--- src/design/fqwr_pkg.sv ---
// ----------------------------------------------------------------------------
// fqwr_pkg
// Shared sizes, codes, index and port conversion helpers of the fifo queue with remove.
// ----------------------------------------------------------------------------
package fqwr_pkg;

   localparam int DEPTH       = 16;
   localparam int HANDLE_BITS = 16;

   // fixed widths of the stream fields
   localparam int PORT_HANDLE_BITS = 16;
   localparam int PORT_COUNT_BITS  = 5;
   localparam int FUNC_BITS        = 2;
   localparam int STATUS_BITS      = 3;

   localparam int IDX_BITS = (DEPTH > 1) ? $clog2(DEPTH) : 1;
   localparam int CNT_BITS = $clog2(DEPTH + 1);
   localparam int SUM_BITS = CNT_BITS + 1;

   localparam int COMMON_HANDLE_BITS =
      (HANDLE_BITS < PORT_HANDLE_BITS) ? HANDLE_BITS : PORT_HANDLE_BITS;
   localparam int COMMON_COUNT_BITS  =
      (CNT_BITS < PORT_COUNT_BITS) ? CNT_BITS : PORT_COUNT_BITS;

   typedef enum logic [FUNC_BITS-1:0] {
      FUNC_ENQ = 2'd0,
      FUNC_DEQ = 2'd1,
      FUNC_REM = 2'd2,
      FUNC_NOP = 2'd3
   } func_type;

   typedef enum logic [STATUS_BITS-1:0] {
      STAT_OK       = 3'd0,
      STAT_NULL     = 3'd1,
      STAT_EMPTY    = 3'd2,
      STAT_FULL     = 3'd3,
      STAT_NOTFOUND = 3'd4
   } status_type;

   typedef enum logic [2:0] {
      S_IDLE,
      S_DEQ,
      S_SRCH,
      S_SH_RD,
      S_SH_WR
   } state_type;

   typedef logic [HANDLE_BITS-1:0] handle_type;
   typedef logic [IDX_BITS-1:0]    idx_type;
   typedef logic [CNT_BITS-1:0]    cnt_type;

   // physical slot of the entry at a given offset from the head
   function automatic idx_type slot_of(input idx_type head, input cnt_type off);
      logic [SUM_BITS-1:0] s;
      s = SUM_BITS'(head) + SUM_BITS'(off);
      if (s >= SUM_BITS'(DEPTH)) begin
         s = s - SUM_BITS'(DEPTH);
      end
      return s[IDX_BITS-1:0];
   endfunction

   function automatic handle_type from_port_handle(input logic [PORT_HANDLE_BITS-1:0] h);
      handle_type r;
      r = '0;
      r[COMMON_HANDLE_BITS-1:0] = h[COMMON_HANDLE_BITS-1:0];
      return r;
   endfunction

   function automatic logic [PORT_HANDLE_BITS-1:0] to_port_handle(input handle_type h);
      logic [PORT_HANDLE_BITS-1:0] r;
      r = '0;
      r[COMMON_HANDLE_BITS-1:0] = h[COMMON_HANDLE_BITS-1:0];
      return r;
   endfunction

   function automatic logic [PORT_COUNT_BITS-1:0] to_port_count(input cnt_type c);
      logic [PORT_COUNT_BITS-1:0] r;
      r = '0;
      r[COMMON_COUNT_BITS-1:0] = c[COMMON_COUNT_BITS-1:0];
      return r;
   endfunction

endpackage

--- src/design/fifo_queue_with_remove_core.sv ---
// ----------------------------------------------------------------------------
// fifo_queue_with_remove_core
// Bounded ordered queue of nonzero handles with enqueue, dequeue and remove.
// ----------------------------------------------------------------------------
// Each request beat carries an operation and a handle; each one yields exactly
// one response beat with the dequeued handle, a status, the entry count and an
// empty flag. Entries sit in a circular store with one write port and one
// registered read port that is read at one slot per cycle, and a small
// sequencer steps one shared index counter and comparator through it. Enqueue,
// no-op and every rejected request are answered straight from the idle state;
// a dequeue passes through S_DEQ to take the head entry from the read register.
// A remove walks S_SRCH from the head to the match, then closes the gap with
// one read (S_SH_RD) and one write (S_SH_WR) per later entry; a miss walks
// every entry. The slowest case is a match at the head of a full queue. A new
// request is taken only in S_IDLE, once the response register is free or is being drained.
// ----------------------------------------------------------------------------
module fifo_queue_with_remove_core
   import fqwr_pkg::*;
(
   input  logic        clock,
   input  logic        reset,

   input  logic        req_tvalid,
   output logic        req_tready,
   input  logic [15:0] req_tdata,   // [15:0] item_handle
   input  logic [1:0]  req_tuser,   // [1:0] func

   output logic        rsp_tvalid,
   input  logic        rsp_tready,
   output logic [23:0] rsp_tdata,   // [15:0] out_handle, [20:16] entry_count,
                                    // [21] is_empty, [23:22] zero
   output logic [2:0]  rsp_tuser    // [2:0] status
);

   state_type  state_ff, state_in;
   idx_type    head_ff, head_in;
   cnt_type    count_ff, count_in;
   cnt_type    idx_ff, idx_in;
   handle_type handle_ff, handle_in;

   handle_type entry_store_ff [DEPTH];
   handle_type rd_data_ff;
   idx_type    rd_idx, wr_idx;
   handle_type wr_data;
   logic       mem_we;

   logic                        rsp_valid_ff, rsp_valid_in;
   logic [PORT_HANDLE_BITS-1:0] rsp_handle_ff, rsp_handle_in;
   status_type                  rsp_status_ff, rsp_status_in;
   logic [PORT_COUNT_BITS-1:0]  rsp_count_ff, rsp_count_in;
   logic                        rsp_empty_ff, rsp_empty_in;

   logic       accept;
   func_type   req_func;
   handle_type req_handle;
   logic       req_null, q_full, q_zero;
   cnt_type    idx_next;
   logic       hit, walk_last, shift_more;

   assign req_tready = (state_ff == S_IDLE) && (!rsp_valid_ff || rsp_tready);
   assign accept     = req_tvalid && req_tready;
   assign req_func   = func_type'(req_tuser);
   assign req_handle = from_port_handle(req_tdata);
   assign req_null   = (req_handle == '0);
   assign q_full     = (count_ff == CNT_BITS'(DEPTH));
   assign q_zero     = (count_ff == '0);

   // shared index step and compare
   assign idx_next   = idx_ff + 1'b1;
   assign hit        = (rd_data_ff == handle_ff);
   assign walk_last  = (idx_next >= count_ff);
   assign shift_more = (idx_next < count_ff);

   // next state
   always_comb begin
      state_in = state_ff;
      unique case (state_ff)
         S_IDLE: begin
            if (accept) begin
               unique case (req_func)
                  FUNC_DEQ: if (!q_zero) state_in = S_DEQ;
                  FUNC_REM: if (!req_null && !q_zero) state_in = S_SRCH;
                  default:  state_in = S_IDLE;
               endcase
            end
         end
         S_DEQ:   state_in = S_IDLE;
         S_SRCH: begin
            if (hit) begin
               state_in = S_SH_RD;
            end else if (walk_last) begin
               state_in = S_IDLE;
            end
         end
         S_SH_RD: state_in = shift_more ? S_SH_WR : S_IDLE;
         S_SH_WR: state_in = S_SH_RD;
         default: state_in = S_IDLE;
      endcase
   end

   // datapath and response
   always_comb begin
      logic       done;
      status_type done_status;
      handle_type done_handle;

      done        = 1'b0;
      done_status = STAT_OK;
      done_handle = '0;

      head_in   = head_ff;
      count_in  = count_ff;
      idx_in    = idx_ff;
      handle_in = handle_ff;
      mem_we    = 1'b0;
      rd_idx    = head_ff;
      wr_idx    = slot_of(head_ff, count_ff);
      wr_data   = req_handle;

      unique case (state_ff)
         S_IDLE: begin
            if (accept) begin
               handle_in = req_handle;
               idx_in    = '0;
               unique case (req_func)
                  FUNC_ENQ: begin
                     done = 1'b1;
                     if (req_null) begin
                        done_status = STAT_NULL;
                     end else if (q_full) begin
                        done_status = STAT_FULL;
                     end else begin
                        mem_we   = 1'b1;
                        count_in = count_ff + 1'b1;
                     end
                  end
                  FUNC_DEQ: begin
                     if (q_zero) begin
                        done        = 1'b1;
                        done_status = STAT_EMPTY;
                     end
                  end
                  FUNC_REM: begin
                     if (req_null) begin
                        done        = 1'b1;
                        done_status = STAT_NULL;
                     end else if (q_zero) begin
                        done        = 1'b1;
                        done_status = STAT_NOTFOUND;
                     end
                  end
                  default: done = 1'b1;
               endcase
            end
         end
         S_DEQ: begin
            done        = 1'b1;
            done_handle = rd_data_ff;
            head_in     = slot_of(head_ff, CNT_BITS'(1));
            count_in    = count_ff - 1'b1;
         end
         S_SRCH: begin
            if (!hit) begin
               if (walk_last) begin
                  done        = 1'b1;
                  done_status = STAT_NOTFOUND;
               end else begin
                  idx_in = idx_next;
                  rd_idx = slot_of(head_ff, idx_next);
               end
            end
         end
         S_SH_RD: begin
            if (shift_more) begin
               rd_idx = slot_of(head_ff, idx_next);
            end else begin
               done     = 1'b1;
               count_in = count_ff - 1'b1;
            end
         end
         S_SH_WR: begin
            // move the later entry one slot toward the head
            mem_we  = 1'b1;
            wr_idx  = slot_of(head_ff, idx_ff);
            wr_data = rd_data_ff;
            idx_in  = idx_next;
         end
         default: ;
      endcase

      rsp_valid_in  = rsp_valid_ff && !rsp_tready;
      rsp_handle_in = rsp_handle_ff;
      rsp_status_in = rsp_status_ff;
      rsp_count_in  = rsp_count_ff;
      rsp_empty_in  = rsp_empty_ff;
      if (done) begin
         rsp_valid_in  = 1'b1;
         rsp_handle_in = to_port_handle(done_handle);
         rsp_status_in = done_status;
         rsp_count_in  = to_port_count(count_in);
         rsp_empty_in  = (count_in == '0);
      end
   end

   always_ff @(posedge clock) begin
      if (reset) begin
         state_ff     <= S_IDLE;
         head_ff      <= '0;
         count_ff     <= '0;
         rsp_valid_ff <= 1'b0;
      end else begin
         state_ff     <= state_in;
         head_ff      <= head_in;
         count_ff     <= count_in;
         rsp_valid_ff <= rsp_valid_in;
      end
   end

   always_ff @(posedge clock) begin
      idx_ff        <= idx_in;
      handle_ff     <= handle_in;
      rsp_handle_ff <= rsp_handle_in;
      rsp_status_ff <= rsp_status_in;
      rsp_count_ff  <= rsp_count_in;
      rsp_empty_ff  <= rsp_empty_in;
   end

   // entry store with one write port and one registered read port
   always_ff @(posedge clock) begin
      if (mem_we) begin
         entry_store_ff[wr_idx] <= wr_data;
      end
      rd_data_ff <= entry_store_ff[rd_idx];
   end

   assign rsp_tvalid = rsp_valid_ff;
   assign rsp_tdata  = {2'b00, rsp_empty_ff, rsp_count_ff, rsp_handle_ff};
   assign rsp_tuser  = rsp_status_ff;

endmodule

--- config.mk ---
export PLATFORM = sky130hd
export DESIGN_NAME = fifo_queue_with_remove_core
export DESIGN_NICKNAME = d
export VERILOG_FILES = /design/src/design/fqwr_pkg.sv /design/src/design/fifo_queue_with_remove_core.sv
export SDC_FILE = /design/constraint.sdc
export NUM_CORES = 1
export LEC_CHECK = 0
export BUFFER_PORTS_ARGS = -buffer_cell sky130_fd_sc_hd__buf_2
export CAP_MARGIN = 30
export CORE_MARGIN = 2
export CORE_UTILIZATION = 48
export CTS_CLUSTER_SIZE = 10
export DETAILED_ROUTE_END_ITERATION = 6
export SLEW_MARGIN = 20
export SYNTH_ARGS = -nofsm -noshare
export SYNTH_HDL_FRONTEND = slang
export SYNTH_SLANG_ARGS = --single-unit
--- constraint.sdc ---
create_clock -name clock -period 10.42 [get_ports clock]
set_input_delay 2.084 -clock clock [delete_from_list [all_inputs] [get_ports clock]]
set_output_delay 2.084 -clock clock [all_outputs]
set_load 0.05 [all_outputs]
==> results of run 1 <==
cells in the mapped netlist (4+ instances only):
cell type and count:
a21o_1 6, a21oi_1 14, a221oi_1 4, a222oi_1 16, a31oi_1 5, and2_1 21, and3_1 4, buf_2 9
buf_4 4, buf_6 10, clkbuf_1 15, dfxtp_1 29, edfxtp_1 302, ha_1 21, inv_1 23, mux2_1 15
mux2_2 64, mux2i_1 65, nand2_1 36, nand2b_1 4, nand3_1 13, nand4_1 21, nor2_1 48, nor2b_1 6
nor3_1 9, nor4_1 12, o21a_1 4, o21ai_0 9, o21ai_1 4, o22a_1 34, xnor2_1 12, xor2_1 21
metal layers:
| layer | vias to the layer above | track usage [%] | share of wire [%] |
|---|---|---|---|
| met4 | 0 | 5.95 | 2.2 |
| met1 | 3847 | 29.7 | 44 |
| met5 | - | 0 | 0 |
| met3 | 46 | 3.81 | 6.0 |
| met2 | 214 | 35.0 | 48 |
| li1 | 3566 | - | - |
power by group:
| part | internal [uW] | switching (uW) | leakage (uW) |
|---|---|---|---|
| registers | 1510 | 29.5 | 0.00299 |
| logic | 106 | 257 | 0.00165 |
| clock network | 725 | 498 | 0.000539 |
worst max-delay path, stage by stage:
cell,delay (ns)
buf_2,0.09
nand2b_1,0.14
and2_1,0.16
buf_2,0.21
layout make-up:
type                    count  area, sq um
repair buffers             60          373
fillers                  2251        12900
clock buffers              65         1070
multi-input cells         492         3980
inverters                  24         90.1
clock inverters             3         62.6
diodes                      1         2.50
flip-flops and latches    331         9650
well taps                 384          480
registers in the layout (all words and copies together) (netlist names):
name            cells
rd_data_ff         16
entry_store_ff    256
rsp_handle_ff      16
idx_ff              5
state_ff            3
rsp_tvalid          1
handle_ff          16
head_ff             4
rsp_empty_ff        1
rsp_tuser           3
rsp_count_ff        5
count_ff            5
cells by family (layout without fill, tap and decap cells):
family	count (synthesis)	after routing	share of synthesized area, %
compound gates	108	108	6.24
xor+xnor	33	33	2.08
fa+ha+maj	23	23	2.17
buf+inv	64	152	2.53
flops	331	331	69.3
mux	145	145	11.2
other cells	1	3	0.0269
simple gates	181	181	6.50
how the worst max path moves through the flow:
stage / startpoint / end / slack, ns
after floorplan: rsp_tready / entry_store_ff[14][0]$_DFFE_PP_ / 5.37
after global placement: rsp_tready / entry_store_ff[10][9]$_DFFE_PP_ / 5.21
after detailed placement: rsp_tready / entry_store_ff[14][11]$_DFFE_PP_ / 5.11
after CTS: rsp_tready / entry_store_ff[14][13]$_DFFE_PP_ / 5.65
after global routing: rsp_tready / entry_store_ff[10][15]$_DFFE_PP_ / 5.42
final: rsp_tready / req_tready / 5.65
metrics by stage:
step	area, sq um	util [%]	total power (uW)	cells	hold slack (ns)
6_report	15700	54.9	3130	1360	0.513
5_1_grt	15700	54.9	3240	1359	0.545
4_1_cts	15700	54.7	3150	1355	0.513
3_5_place_dp	14500	50.7	1930	1287	0.491
3_3_place_gp	14500	50.7	1930	1285	0.477
2_1_floorplan	13900	-	1820	887	0.544
==> metrics.cfg, run 1 <==
[synthesis]
synth_warnings=0
synth-main-ff-cell=edfxtp_1
ys_types=55
ys_async_sr_fraction_pct=0
yosysTopAreaCell=edfxtp_1
syn_area_sq_um=13900
ys_seq_area_share_pct=69.3
synth_top_area_share_pct=65.1
syn-mean-instance-area_sq_um=15.7
synth_cells=886
synth_area_leaders=edfxtp_1, mux2_2, mux2i_1
ys_ff_latch=331
synth_edf_count=302

[placement]
io_buffers=48
post-place-ws_ns=5.11
gp_congestion=0.859
dpl.hpwl_mm=20.7

[outcome]
status=completed

[hold_path]
hp-class=reg -> reg
min_from=rsp_tvalid$_SDFF_PP0_
whs_path_depth=2
worstHoldEndpoint=rsp_tvalid$_SDFF_PP0_

[cts]
cts_tree=done
numCtsBuffers=39
h-tree-depth=2
clock-root-buffer=clkbuf_16
ctsLongestPathBuffers=3
post_cts.repair.setup_buffers=0
cts-hold-fix-buffers=0
cts_resized=0
clk_latency_ns=0.53
clkTransAtPathRegs_ns=0.05
clock-sinks=331

[critical_path]
crit_required_ns=8.34
reg2reg_from=idx_ff[0]$_SDFFCE_PN0P_
arrival_ns=2.69
path_max_fanout=2
r2r_end=rd_data_ff[14]$_DFF_P_
critPathCaptureType=output pin
startpoint_type=primary input
r2r_slack_ns=5.81
crit_type=in -> out
reg2reg_depth=12

[timing]
hold_violations=0
slew_viol_final=0
worst_slack_ns=5.65
fin_setup_tns_ns=0
relSlewSlack_pct=37.3
fmax_mhz=209
setup_violations=0
fin_crit_sh_pct=45.8
rsz0062_at_grt=false
tightestPinTransition_ns=0.940
period_minus_slack_ns=4.77
finalClockSkew_ns=0.0209

[grt]
grt_overflow=0
grt_max_degree=129
grt_pass1_wl_mm=47.4
grtUsageTotal_pct=21.4
first_global_vias=7390
antenna_found_initial=0

[flow_run]
drv_cap=0

[floorplanning]
io_pins=51
die-area_sq_um=30400
die_height_um=174
rows=62
core_sq_um=28600
die_w_um=174
start_util_pct=48.7

[final_layout]
area_growth_pct=12.8
final_cell_mix=edfxtp_1, mux2i_1, mux2_2
final_common_cell=edfxtp_1
layout-drive-gt1-share_pct=19.4
nets=993

[routing]
drc=0
drt-vias-per-instance=5.64
vias=7673
dr.pass1.iters=7
routed_wl_mm=32.5
final_antenna_net_count=0
wl_per_cell_um=23.9
detail_route.iter0.violations=770

[pwr]
p_per_area_nw_per_um2=199
leakagePower_uw=0.00518
ir_worst_vdd_uv=176

Power figures use the tool's default switching activity.
==> inputs of run 2 (changes only) <==
ABC_AREA = 1   (was unset)
clock period = 4.5 ns   (was 10.42 ns; I/O delays follow)
==> run 2 against run 1 <==
Largest power group unchanged. Critical path type is now reg -> reg. Die area grew 9.2%. Clock-buffer cell count decreased by 5. Sequential share of layout area shrank 5.2 points. Clock power rose by 140%. Register-to-register slack lost 4.9 ns.
==> metrics.cfg, run 2 <==
[synthesis]
ys_async_sr_fraction_pct=0
synthTopCellsByCount=nand2_1, nand3_1, edfxtp_1
synth_warnings=0
ys_types=43
synth_area_leaders=edfxtp_1, nand3_1, nand2_1
syn_area_sq_um=15200
ys_seq_area_share_pct=63.3
synth-main-ff-cell=edfxtp_1
post-synth-top-count-cell=nand2_1
yosysTopAreaCell=edfxtp_1
synth_cells=1519
ys_ff_latch=331
synth_edf_count=302
synth_top_area_share_pct=59.5
syn-mean-instance-area_sq_um=10.0

[final_layout]
largest-register=entry_store_ff
final_cells=2012
final_common_cell=nand2_1
largest_reg_flops=256
nets=1633
final_cell_mix=nand2_1, nand3_1, edfxtp_1
finish.utilization_pct=54.6
area_growth_pct=12.6
layout-drive-gt1-share_pct=12.5
antenna_cells=0

[timing]
tightestPinTransition_ns=0.945
relSlewSlack_pct=37.0
fin_setup_tns_ns=0
slew_viol_final=0
period_minus_slack_ns=3.58
rsz0062_at_grt=false
hold_violations=0
finalClockSkew_ns=0.0249
fin_crit_sh_pct=79.5
setup_violations=0
fmax_mhz=279

[placement]
gp_congestion=0.875
io_buffers=48
dpl.hpwl_mm=23.8
dp_cells=1949

[flow_run]
drv_cap=0

[floorplanning]
die_height_um=182
start_util_pct=48.5
rows=65
core_sq_um=31400
die-area_sq_um=33200
die_w_um=182
io_pins=51

[grt]
grt_max_degree=129
first_global_vias=10300
grt_overflow=0
grtUsageTotal_pct=23.8
antenna_found_initial=0
grt_pass1_wl_mm=60.2

[cts]
numCtsBuffers=39
cts-hold-fix-buffers=0
clk_latency_ns=0.53
h-tree-depth=2
clock-root-buffer=clkbuf_16
clkTransAtPathRegs_ns=0.06
cts_tree=done
post_cts.repair.setup_buffers=0
ctsLongestPathBuffers=3
cts_resized=0
clock-sinks=331

[pwr]
p_per_area_nw_per_um2=446
leakagePower_uw=0.00734
ir_worst_vdd_uv=268

[routing]
routed_wl_mm=38.8
dr.pass1.iters=5
drc=0
wl_per_cell_um=19.3
drt-vias-per-instance=5.29
final_antenna_net_count=0
vias=10600
detail_route.iter0.violations=858

[critical_path]
crit_type=reg -> reg
critPathCaptureType=flop
startpoint_type=flop
path_max_fanout=36
r2r_slack_ns=0.92
crit_required_ns=4.71
arrival_ns=3.79

[hold_path]
hp-class=reg -> reg

[outcome]
status=completed

-- run 2: path summary, 6_finish.rpt --
check | start | cells after the start | end
setup / recovery | state_ff[1]$_SDFFE_PP0P_ | 14 | entry_store_ff[4][4]$_DFFE_PP_
hold / removal | head_ff[2]$_SDFFE_PP0P_ | 2 | head_ff[2]$_SDFFE_PP0P_
hold reg to reg | head_ff[2]$_SDFFE_PP0P_ | 2 | head_ff[2]$_SDFFE_PP0P_
setup reg to reg | state_ff[1]$_SDFFE_PP0P_ | 14 | entry_store_ff[4][4]$_DFFE_PP_
-- run 2: metrics by stage --
stage	hold WS [ns]	power [uW]	instance area [sq um]	setup WS, ns
finish	0.558	7650	17200	0.921
global placement	0.541	4830	16000	0.946
floorplan	0.494	4510	15200	1.14
CTS	0.555	7700	17200	0.868
detailed placement	0.548	4840	16000	0.899
global route	0.578	7960	17200	0.505
-- run 2: area by class of cell --
| class | count | area [sq um] |
|---|---|---|
| Clock inverter | 3 | 27.5 |
| Sequential cell | 331 | 9650 |
| Fill cell | 2768 | 14200 |
| Inverter | 219 | 822 |
| Clock buffer | 60 | 1110 |
| Timing Repair Buffer | 100 | 718 |
| Multi-Input combinational cell | 897 | 4330 |
| Tap cell | 402 | 503 |
-- run 2: per-layer routing --
layer | up-vias | track usage (%) | routed length [um]
li1 | 5151 | - | -
met5 | - | 0 | 0
met4 | 0 | 9.06 | 1420
met2 | 324 | 37.5 | 17700
met3 | 83 | 3.43 | 2310
met1 | 5091 | 33.7 | 17300
-- run 2: power breakdown --
group	leakage, uW	switching (uW)	internal, uW
combinational	0.00380	847	323
sequential	0.00299	94.4	3510
clock	0.000547	1190	1680
total	0.00734	2130	5520
-- run 2: critical path, stage by stage (launching register included) --
cell,delay (ns)
dfxtp_1,0.32
inv_2,0.08
nand2_2,0.09
nor2_1,0.34
clkinv_1,0.14
buf_4,0.26
nand2_1,0.09
o21ai_0,0.14
ha_1,0.22
a21oi_1,0.15
nand2_1,0.08
xnor2_1,0.17
or2_2,0.36
nor2_2,0.49
buf_4,0.32
-- run 2: kinds of logic (layout without fill, tap and decap cells) --
group                      after synthesis  after routing  synth area share, %
DFF                                    331            331                 63.3
adders and majority gates               23             23                 1.99
AOI/OAI and AO/OA                       53             53                 1.90
buffers and inverters                  292            382                 8.69
other                                    1              2               0.0246
xor gates and xnor gates                18             18                 1.08
and+or+nand+nor                        801            801                 23.0
==> inputs of run 3 (changes only) <==
ABC_AREA = 0   (was 1)
PLACE_DENSITY = 0.67   (was unset)
clock period = 3.05 ns   (was 4.5 ns; I/O delays follow)
==> run 3 against run 2 <==
The run now ends with setup timing left. Routed wire length shrank 13%. Sequential cell count is the same. Combinational power grew 44%. Power grew 45%. Sequential power grew 46%. Fmax grew 8.3%. Setup slack lost 1.2 ns. Critical path depth shrank 1. Critical endpoint is now rd_data_ff[6]$_DFF_P_. Largest power group unchanged.
==> metrics.cfg, run 3 (synthesized netlist as in run 1, its figures left out) <==
[outcome]
status=finished with violations
violations=setup timing

[final_layout]
final_cells=1494
fillers=2007
largest_reg_flops=256
final_cell_mix=edfxtp_1, buf_4, mux2i_1
design_area_sq_um=17700
largest-register=entry_store_ff
antenna_cells=0
nets=1128
layout-drive-gt1-share_pct=33.8
final_common_cell=edfxtp_1
finish.utilization_pct=61.8
area_growth_pct=27.0

[grt]
grtUsageTotal_pct=22.3
antenna_found_initial=0
first_global_vias=8477
grt_pass1_wl_mm=50.8
grt_overflow=0
grt_max_degree=26

[floorplanning]
die_w_um=174
die_height_um=174
die-area_sq_um=30400
io_pins=51
core_sq_um=28600
rows=62
start_util_pct=48.7

[hold_path]
min_from=req_tdata[12]
worstHoldEndpoint=handle_ff[12]$_DFFE_PP_
whs_path_depth=1
hp-class=in -> reg

[critical_path]
startpoint_type=flop
path_max_fanout=8
crit_path_start=idx_ff[0]$_SDFFCE_PN0P_
reg2reg_from=idx_ff[0]$_SDFFCE_PN0P_
critPathCaptureType=flop
slowest_stage=edfxtp_1
arrival_ns=3.69
crit_chain=ha_4, xor2_4, ha_4, nand3b_1, a21oi_4, nor3_4, a31o_1, o32ai_4, buf_12, buf_12, mux2_1, a222oi_1, nand4_1
reg2reg_depth=13
crit_required_ns=3.43
critPathMaxStageDelay_ns=0.47
r2r_end=rd_data_ff[6]$_DFF_P_
crit_type=reg -> reg
r2r_slack_ns=-0.26

[cts]
ctsLongestPathBuffers=3
cts_tree=done
cts-hold-fix-buffers=0
h-tree-depth=2
clock-sinks=331
numCtsBuffers=39
clkTransAtPathRegs_ns=0.06
clk_latency_ns=0.54
clock-root-buffer=clkbuf_16

[placement]
dpl-instance-area_sq_um=15500
dpl.hpwl_mm=19.9
gp_congestion=0.839
io_buffers=48
dp_cells=1374

[timing]
tightestPinTransition_ns=0.507
slew_viol_final=0
fmax_mhz=302
fin_setup_tns_ns=-2.29
finalClockSkew_ns=0.0238
period_minus_slack_ns=3.31
worst_slack_ns=-0.256
hold_violations=0
setup_violations=16
fin_crit_sh_pct=108
relSlewSlack_pct=65.3
rsz0062_at_grt=true

[routing]
dr.pass1.iters=5
drt-vias-per-instance=5.65
final_antenna_net_count=0
detail_route.iter0.violations=855
routed_wl_mm=33.7
drc=0
wl_per_cell_um=22.5
vias=8448

[pwr]
pwr-share-seq_pct=47.5
power_frac_comb_pct=15.2
leakagePower_uw=0.00615
ir_worst_vdd_uv=512
power.share.clock_pct=37.2
p_int_uw=8260
power.switching_uw=2830
p_sw_share_pct=25.5
p_per_area_nw_per_um2=627

[flow_run]
drv_cap=0

==> run 3: changes by cell type in the layout (fill, tap and decap cells not counted), sizes merged, moves of 8 or more <==
cell,change
a222oi,+16
mux2i,+65
inv,-194
nand3,-296
and2,+21
o22a,+34
buf,+95
xnor2,+8
nor2,-35
nand2,-362
nand4,+19
mux2,+80
o21ai,-19
nor4,+11
==> run 3: critical path, delay by kind of cell, from the launching register on <==
family          cells  cell delay [ns]
mux                 1             0.37
buf+inv             2             0.34
xor+xnor            1             0.16
flops               1             0.47
fa+ha+maj           2             0.52
compound gates      4             0.93
simple gates        3             0.37
==> run 3: per-layer routing <==
| metal | part of all wire (%) | track usage [%] |
|---|---|---|
| met3 | 5.4 | 3.92 |
| met5 | 0 | 0 |
| met2 | 48 | 36.1 |
| met4 | 3.9 | 8.65 |
| met1 | 43 | 30.1 |
==> run 3: how the worst max path moves through the flow <==
stage                        endpoint  cells past startpoint
4_1_cts        rd_data_ff[12]$_DFF_P_                     15
3_5_place_dp    rd_data_ff[5]$_DFF_P_                     13
5_1_grt         rd_data_ff[6]$_DFF_P_                     13
6_report        rd_data_ff[6]$_DFF_P_                     13
3_3_place_gp    rd_data_ff[5]$_DFF_P_                     13
2_1_floorplan  rd_data_ff[14]$_DFF_P_                     13
==> run 3: layout make-up <==
type	instances	area (sq um)	share of cell area [%]
clock inverters	3	37.5	0.212
repair buffers	195	1880	10.6
multi-input cells	492	4470	25.3
well taps	384	480	2.72
clock buffers	65	1080	6.12
inverters	24	90.1	0.509
flip-flops and latches	331	9650	54.5
==> run 3: timing repair <==
action	4_1_cts	5_1_grt
cloned	2	0
pin swaps	50	19
setup buffers	39	12
setup endpoints to repair	215	86
resized for setup	52	34
==> run 3: power by group through the flow <==
stage / combinational (uW) / clock (uW) / sequential, uW
after floorplan: 713 / 0 / 5540
after global placement: 1380 / 0 / 5350
after detailed placement: 1400 / 0 / 5360
after CTS: 1550 / 4170 / 5270
after global routing: 1820 / 4360 / 5280
final: 1690 / 4130 / 5270
==> run 3: metrics by stage <==
step	total power (uW)	hold WS (ns)	setup slack (ns)
2_1_floorplan	6250	0.544	0.00589
3_3_place_gp	6730	0.473	-0.214
3_5_place_dp	6750	0.482	-0.259
4_1_cts	11000	0.265	-0.127
5_1_grt	11500	0.276	-0.377
6_report	11100	0.295	-0.256
